===== src/rtl/bod_pkg.sv =====
`default_nettype none
package bod_pkg;

	localparam int MAX_WIDTH  = 1024;
	localparam int MAX_FACTOR = 15;
	localparam int POS_W      = $clog2(MAX_WIDTH);
	localparam int WIDTH_W    = 11;
	localparam int FACTOR_W   = 4;
	localparam int AGE_W      = 5;
	localparam int SPAN_W     = 5;
	localparam int CFG_IDX_W  = 1;
	localparam int CFG_DATA_W = 11;

	typedef logic [AGE_W-1:0]    age_t;
	typedef logic [POS_W-1:0]    pos_t;
	typedef logic [SPAN_W-1:0]   span_t;
	typedef logic [WIDTH_W-1:0]  width_t;
	typedef logic [FACTOR_W-1:0] factor_t;

	// no black seen yet
	localparam age_t AGE_NONE = age_t'(31);

	localparam width_t  ROW_WIDTH_RST = width_t'(640);
	localparam factor_t FACTOR_RST    = factor_t'(2);
	localparam width_t  WIDTH_MAX     = width_t'(MAX_WIDTH);
	localparam factor_t FACTOR_MAX    = factor_t'(MAX_FACTOR);

	// configuration register indexes
	typedef enum logic [CFG_IDX_W-1:0] {
		REG_ROW_WIDTH = 1'b0,
		REG_INFLATE   = 1'b1
	} cfg_reg_t;

	// item handed to the compute stage on accept
	typedef struct packed {
		logic black;
		pos_t pos;
		logic last_col;
		logic row_start;
		logic fwd;
		age_t fwd_data;
	} load_t;

	// column age write from the compute stage
	typedef struct packed {
		logic en;
		pos_t addr;
		age_t data;
	} age_wr_t;

	function automatic age_t age_inc(input age_t a);
		return (a < AGE_NONE) ? age_t'(a + age_t'(1)) : AGE_NONE;
	endfunction

endpackage
`default_nettype wire


===== src/rtl/bod_if.sv =====
`default_nettype none


interface bod_res_if;
	logic valid;
	logic ready;
	logic out_black;
	logic end_of_row;
	logic last_of_run;

	modport source(output valid, output out_black, output end_of_row, output last_of_run,
		input ready);
	modport sink(input valid, input out_black, input end_of_row, input last_of_run,
		output ready);
endinterface
`default_nettype wire


===== src/rtl/bod_core.sv =====
`default_nettype none
module bod_core
	import bod_pkg::*;
(
	input  wire logic    clk,
	input  wire logic    arst_n,
	input  wire logic    load,
	input  wire load_t   load_data,
	input  wire age_t    rdata,
	input  wire span_t   span,
	output logic         can_take,
	output age_wr_t      wr,
	bod_res_if.source    res
);

	logic  valid_s1;
	load_t ld_s1;
	span_t ph_q;
	age_t  hage_q;
	logic  out_valid_q;
	logic  out_black_q;
	logic  out_eor_q;
	logic  out_lor_q;

	logic  emit;
	logic  first;
	logic  done;
	age_t  age_rd;
	age_t  age_new;
	age_t  hage_base;
	age_t  hval;
	logic  eor;
	logic  lor;

	// column age and horizontal age for the current result
	always_comb begin
		first     = (ph_q == '0);
		age_rd    = ld_s1.fwd ? ld_s1.fwd_data : rdata;
		age_new   = ld_s1.black ? '0 : age_inc(age_rd);
		hage_base = ld_s1.row_start ? AGE_NONE : hage_q;
		if (first) begin
			hval = (age_new <= AGE_W'(span)) ? '0 : age_inc(hage_base);
			eor  = ld_s1.last_col && (span == '0);
			lor  = !ld_s1.last_col || (span == '0);
		end else begin
			hval = age_inc(hage_q);
			eor  = (ph_q == span);
			lor  = (ph_q == span);
		end
		done = lor;
	end

	// one result per cycle while the output slot frees up
	assign emit     = valid_s1 && (!out_valid_q || res.ready);
	assign can_take = !valid_s1 || (emit && done);

	// column age goes back with the first result
	always_comb begin
		wr.en   = emit && first;
		wr.addr = ld_s1.pos;
		wr.data = age_new;
	end

	// compute stage control
	always_ff @(posedge clk or negedge arst_n) begin
		if (!arst_n) begin
			valid_s1 <= 1'b0;
			ph_q     <= '0;
			hage_q   <= AGE_NONE;
		end else begin
			if (load) begin
				valid_s1 <= 1'b1;
			end else if (emit && done) begin
				valid_s1 <= 1'b0;
			end
			if (emit) begin
				hage_q <= hval;
				ph_q   <= done ? '0 : span_t'(ph_q + span_t'(1));
			end
		end
	end

	// compute stage payload
	always_ff @(posedge clk) begin
		if (load) begin
			ld_s1 <= load_data;
		end
	end

	// output register
	always_ff @(posedge clk or negedge arst_n) begin
		if (!arst_n) begin
			out_valid_q <= 1'b0;
		end else if (emit) begin
			out_valid_q <= 1'b1;
		end else if (res.ready) begin
			out_valid_q <= 1'b0;
		end
	end

	always_ff @(posedge clk) begin
		if (emit) begin
			out_black_q <= (hval <= AGE_W'(span));
			out_eor_q   <= eor;
			out_lor_q   <= lor;
		end
	end

	assign res.valid       = out_valid_q;
	assign res.out_black   = out_black_q;
	assign res.end_of_row  = out_eor_q;
	assign res.last_of_run = out_lor_q;

endmodule
`default_nettype wire


===== src/flat_wrapper.sv =====
// flat-port wrapper written by rule: the top's interface ports become plain ports
module bod_core_flat import bod_pkg::*;
  (clk, arst_n, load, load_data, rdata, span, can_take, wr, res_valid, res_out_black, res_end_of_row, res_last_of_run, res_ready);
  bod_res_if res_i ();
  input  wire logic clk;
  input  wire logic arst_n;
  input  wire logic load;
  input  wire load_t load_data;
  input  wire age_t rdata;
  input  wire span_t span;
  output logic can_take;
  output age_wr_t wr;
  output wire logic [$bits(res_i.valid)-1:0] res_valid;
  output wire logic [$bits(res_i.out_black)-1:0] res_out_black;
  output wire logic [$bits(res_i.end_of_row)-1:0] res_end_of_row;
  output wire logic [$bits(res_i.last_of_run)-1:0] res_last_of_run;
  input wire logic [$bits(res_i.ready)-1:0] res_ready;
  assign res_valid = res_i.valid;
  assign res_out_black = res_i.out_black;
  assign res_end_of_row = res_i.end_of_row;
  assign res_last_of_run = res_i.last_of_run;
  assign res_i.ready = res_ready;
  bod_core u_core (.clk(clk), .arst_n(arst_n), .load(load), .load_data(load_data), .rdata(rdata), .span(span), .can_take(can_take), .wr(wr), .res(res_i));
endmodule

===== config.mk =====
export PLATFORM = sky130hd
export DESIGN_NAME = bod_core_flat
export DESIGN_NICKNAME = d
export VERILOG_FILES = /design/src/rtl/bod_pkg.sv /design/src/rtl/bod_if.sv /design/src/rtl/bod_core.sv /design/src/flat_wrapper.sv
export SDC_FILE = /design/constraint.sdc
export NUM_CORES = 1
export LEC_CHECK = 0
export ABC_CLOCK_PERIOD_IN_PS = 5700
export BUFFER_PORTS_ARGS = -buffer_cell sky130_fd_sc_hd__buf_2
export CAP_MARGIN = 30
export CORE_ASPECT_RATIO = 0.7
export CORE_MARGIN = 2
export CORE_UTILIZATION = 50
export CTS_CLUSTER_SIZE = 10
export DETAILED_ROUTE_END_ITERATION = 16
export GPL_TIMING_DRIVEN = 0
export PLACE_DENSITY_LB_ADDON = 0.12
export SYNTH_ARGS = -nofsm -noshare
export SYNTH_HDL_FRONTEND = slang
export SYNTH_SLANG_ARGS = --single-unit

===== constraint.sdc =====
create_clock -name clk -period 5.7 [get_ports clk]
set_clock_uncertainty 0.1 [all_clocks]
set_input_delay 0 -clock clk [delete_from_list [all_inputs] [get_ports clk]]
set_output_delay 0 -clock clk [all_outputs]
set_load 0.02 [all_outputs]

==> impl_metrics.ini <==
[global_route]
grt_util_met3_pct = 4.29
overflow = 0
antenna_found_initial = 0
grt_max_degree = 21
track_usage_pct = 20.8
grt_pass1_vias = 1594
met2_usage_pct = 31.2
grt_use_met1_pct = 30.4
top_usage_layer = met2
grt_pass1_wl_um = 7440

[floorplan]
die_h_um = 58.5
ios = 54
core-area_um2 = 3990
initial_core_util_pct = 53.1
die_x_um = 81.9
dieArea_um2 = 4790
num_rows = 19

[synth]
synth_area_per_cell_um2 = 10.8
yosysSeqAreaShare_pct = 45.6
ys_seq_elements = 34
synth.area.mux_share_pct = 2.89
syn_nets = 245
yosysTopAreaCell = edfxtp_1
synthCells = 197
synth_top_cell_area_share_pct = 31.1
synth-compound-area-share_pct = 16.4
synth_top_family_by_area = compound AO/OA/AOI/OAI gates
synth_xor_area_share_pct = 4.13
synth-simple-area-share_pct = 15.2
synth_cell_types = 52
yosys-top-cells-area = edfxtp_1 (31%), ha_1 (8.8%), dfrtp_1 (8.3%)
synth_adder_area_share_pct = 8.84
ys_warn_count = 0
netlist_area_um2 = 2120

[pwr]
powerDensity_nw_per_um2 = 380
p_leak_nw = 1.23
ir_drop_mv = 0.241

[place]
hpwl_um = 3270
gp_congestion = 0.852
port_buffers = 53

[finish]
n_antenna_cell = 0
fill_cells = 326
final_nets = 326
drive_above_1_share_pct = 34.1
area_delta_synth_final_pct = 31.0
final_util_pct = 69.6

[cts]
cts.hold.buffers_added = 21
clk_pin_slew_ns = 0.07
postCtsSetupBuffers = 0
clockBufferDepth = 2
cts-resized-gates = 0
htree_num_levels = 2
clk_latency_ns = 0.28
clock-root-buffer = clkbuf_8
cts_tree = built
cts.sinks = 34
cts_buffers = 5

[route]
dr_total_vias = 1747
wl_per_cell_um = 13.8
wl_um = 4560
dr.pass1.iters = 4
drtIter0Drc = 60
via_per_inst = 5.28
drc = 0
ant_nets = 0

[sta]
min_period_ns = 4.43
fmax_mhz = 226
fin_setup_tns_ns = 0
period_share_pct = 77.8
tightest_slew_ns = 0.680
rsz0062_at_grt = no
slew_headroom_pct = 54.7
slew_violations = 0
finalSetupViolCount = 0
hold_violations = 0

[setup_path]
critPathKind = reg2reg
slowest_delay_ns = 0.40
path_cells = clkbuf_1 -> mux2i_1 -> inv_1 -> ha_1 -> and4b_1 -> nor3_1 -> ha_1 -> and4_1 -> a221o_1 -> o31ai_4 -> a21oi_1 -> ha_1 -> nor2b_1 -> o21a_1 -> o21a_1 -> o21a_1 -> o22ai_1
required_ns = 5.72
r2r_end = u_core.res.out_black$_DFFE_PP_
path_max_fanout = 10
slowest_stage = mux2i_1
crit_family = compound AO/OA/AOI/OAI gates
crit_path_end_kind = flip-flop
r2r_cells = 17
path_buf_inv = 2
cp.arrival_ns = 4.45
rr_startpoint = u_core.ld_s1[5]$_DFFE_PP_
regToRegSetupSlack_ns = 1.27
start_kind = flip-flop

[status]
status = complete, no violations

[job]
cap_viol_max_count = 0

[worst_hold_path]
hold_path.class = in2async
==> synthesized netlist by cell type, drive strengths merged <==
cell type  instances
nor4b              1
a311oi             1
clkbuf             4
o31ai              1
ha                15
a31oi              1
a211oi             1
a32oi              1
a32o               2
edfxtp            22
and3               1
o22ai              2
a21oi             18
and4b              1
a22o               1
a221o              1
mux2               3
and4               1
nand2             15
nand3b             1
nor2b              4
o21a               4
nand2b             3
o21ai              7
a31o               2
or4                1
dfrtp              7
nand4              2
nor2              10
nor4               1
or2                3
mux2i              2
a21o               5
or3                2
nor3               2
dfstp              5
xnor2              6
inv               11
or4b               1
xor2               4
o2bb2ai            2
nand3              8
buf               12
==> worst max-delay path by stage <==
| stage | endpoint | cells past startpoint | slack (ns) | from |
|---|---|---|---|---|
| 3_5_place_dp | u_core.res.out_black$_DFFE_PP_ | 17 | 1.32 | u_core.ld_s1[5]$_DFFE_PP_ |
| 4_1_cts | u_core.res.out_black$_DFFE_PP_ | 17 | 1.31 | u_core.ld_s1[5]$_DFFE_PP_ |
| 3_3_place_gp | u_core.res.out_black$_DFFE_PP_ | 17 | 1.35 | u_core.ld_s1[5]$_DFFE_PP_ |
| 5_1_grt | u_core.res.out_black$_DFFE_PP_ | 17 | 0.95 | u_core.ld_s1[5]$_DFFE_PP_ |
| 6_report | u_core.res.out_black$_DFFE_PP_ | 17 | 1.27 | u_core.ld_s1[5]$_DFFE_PP_ |
| 2_1_floorplan | u_core.res.out_black$_DFFE_PP_ | 17 | 1.24 | u_core.ld_s1[5]$_DFFE_PP_ |
==> final cells by class <==
class / instances / area, um2 / area share [%]
plain buffers: 16 / 106 / 3.83
clock buffers: 7 / 86.3 / 3.11
clock inverters: 1 / 30.0 / 1.08
inverters: 11 / 41.3 / 1.49
multi-input cells: 136 / 1010 / 36.2
flip-flops and latches: 34 / 967 / 34.8
well taps: 52 / 65.1 / 2.34
repair buffers: 74 / 475 / 17.1
==> kinds of logic after synthesis <==
family,Yosys count
adders and majority gates,15
xor gates and xnor gates,10
and+or+nand+nor,57
AOI/OAI and AO/OA,49
DFF,34
buffers and inverters,27
muxes,5
==> placed cells by master (no fill, tap or decap), types with 2 or more instances in the layout <==
master         instances
a21o_1                 4
a21oi_1               16
a21oi_2                2
a31o_2                 2
a32o_1                 2
buf_2                 54
buf_4                 10
clkbuf_1               5
clkbuf_8               6
dfrtp_1                7
dfstp_2                5
dlygate4sd3_1         21
edfxtp_1              22
ha_1                  15
inv_1                 11
mux2_4                 2
mux2i_1                2
nand2_1               15
nand2b_1               3
nand3_1                8
nor2_1                10
nor2b_1                4
nor3_1                 2
o21a_1                 4
o21ai_0                6
o22ai_1                2
or2_2                  3
xnor2_1                6
xor2_1                 4
==> sequential cells by signal (all words and copies together), names as in the netlist <==
signal,flops
u_core.wr,10
u_core.ld_s1,9
u_core.hage_q,5
u_core.ph_q,5
u_core.res.end_of_row,1
u_core.res.last_of_run,1
u_core.res.out_black,1
u_core.res.valid,1
u_core.valid_s1,1
==> per-layer routing <==
layer | share of wire (%) | up-vias
li1 | - | 876
met1 | 51 | 810
met2 | 43 | 56
met3 | 5.3 | 5
met4 | 0.92 | 0
met5 | 0 | -
==> stage by stage <==
stage	cells	cell area [um2]	worst slack, ns	total power, mW	hold slack, ns
after floorplan	197	2120	1.24	0.716	-0.396
after global routing	331	2780	0.951	1.13	0.0549
after global placement	302	2450	1.35	0.807	-0.198
final	331	2780	1.27	1.06	0.0249
after detailed placement	302	2450	1.32	0.815	-0.208
after CTS	331	2780	1.31	1.05	0.0344
==> power by group <==
part	internal (mW)	total (mW)	switching (mW)
registers	0.334	0.389	0.0557
logic	0.216	0.441	0.225
clock network	0.143	0.227	0.0843
total	0.692	1.06	0.365
No activity file was read; power rests on OpenSTA's default activity.
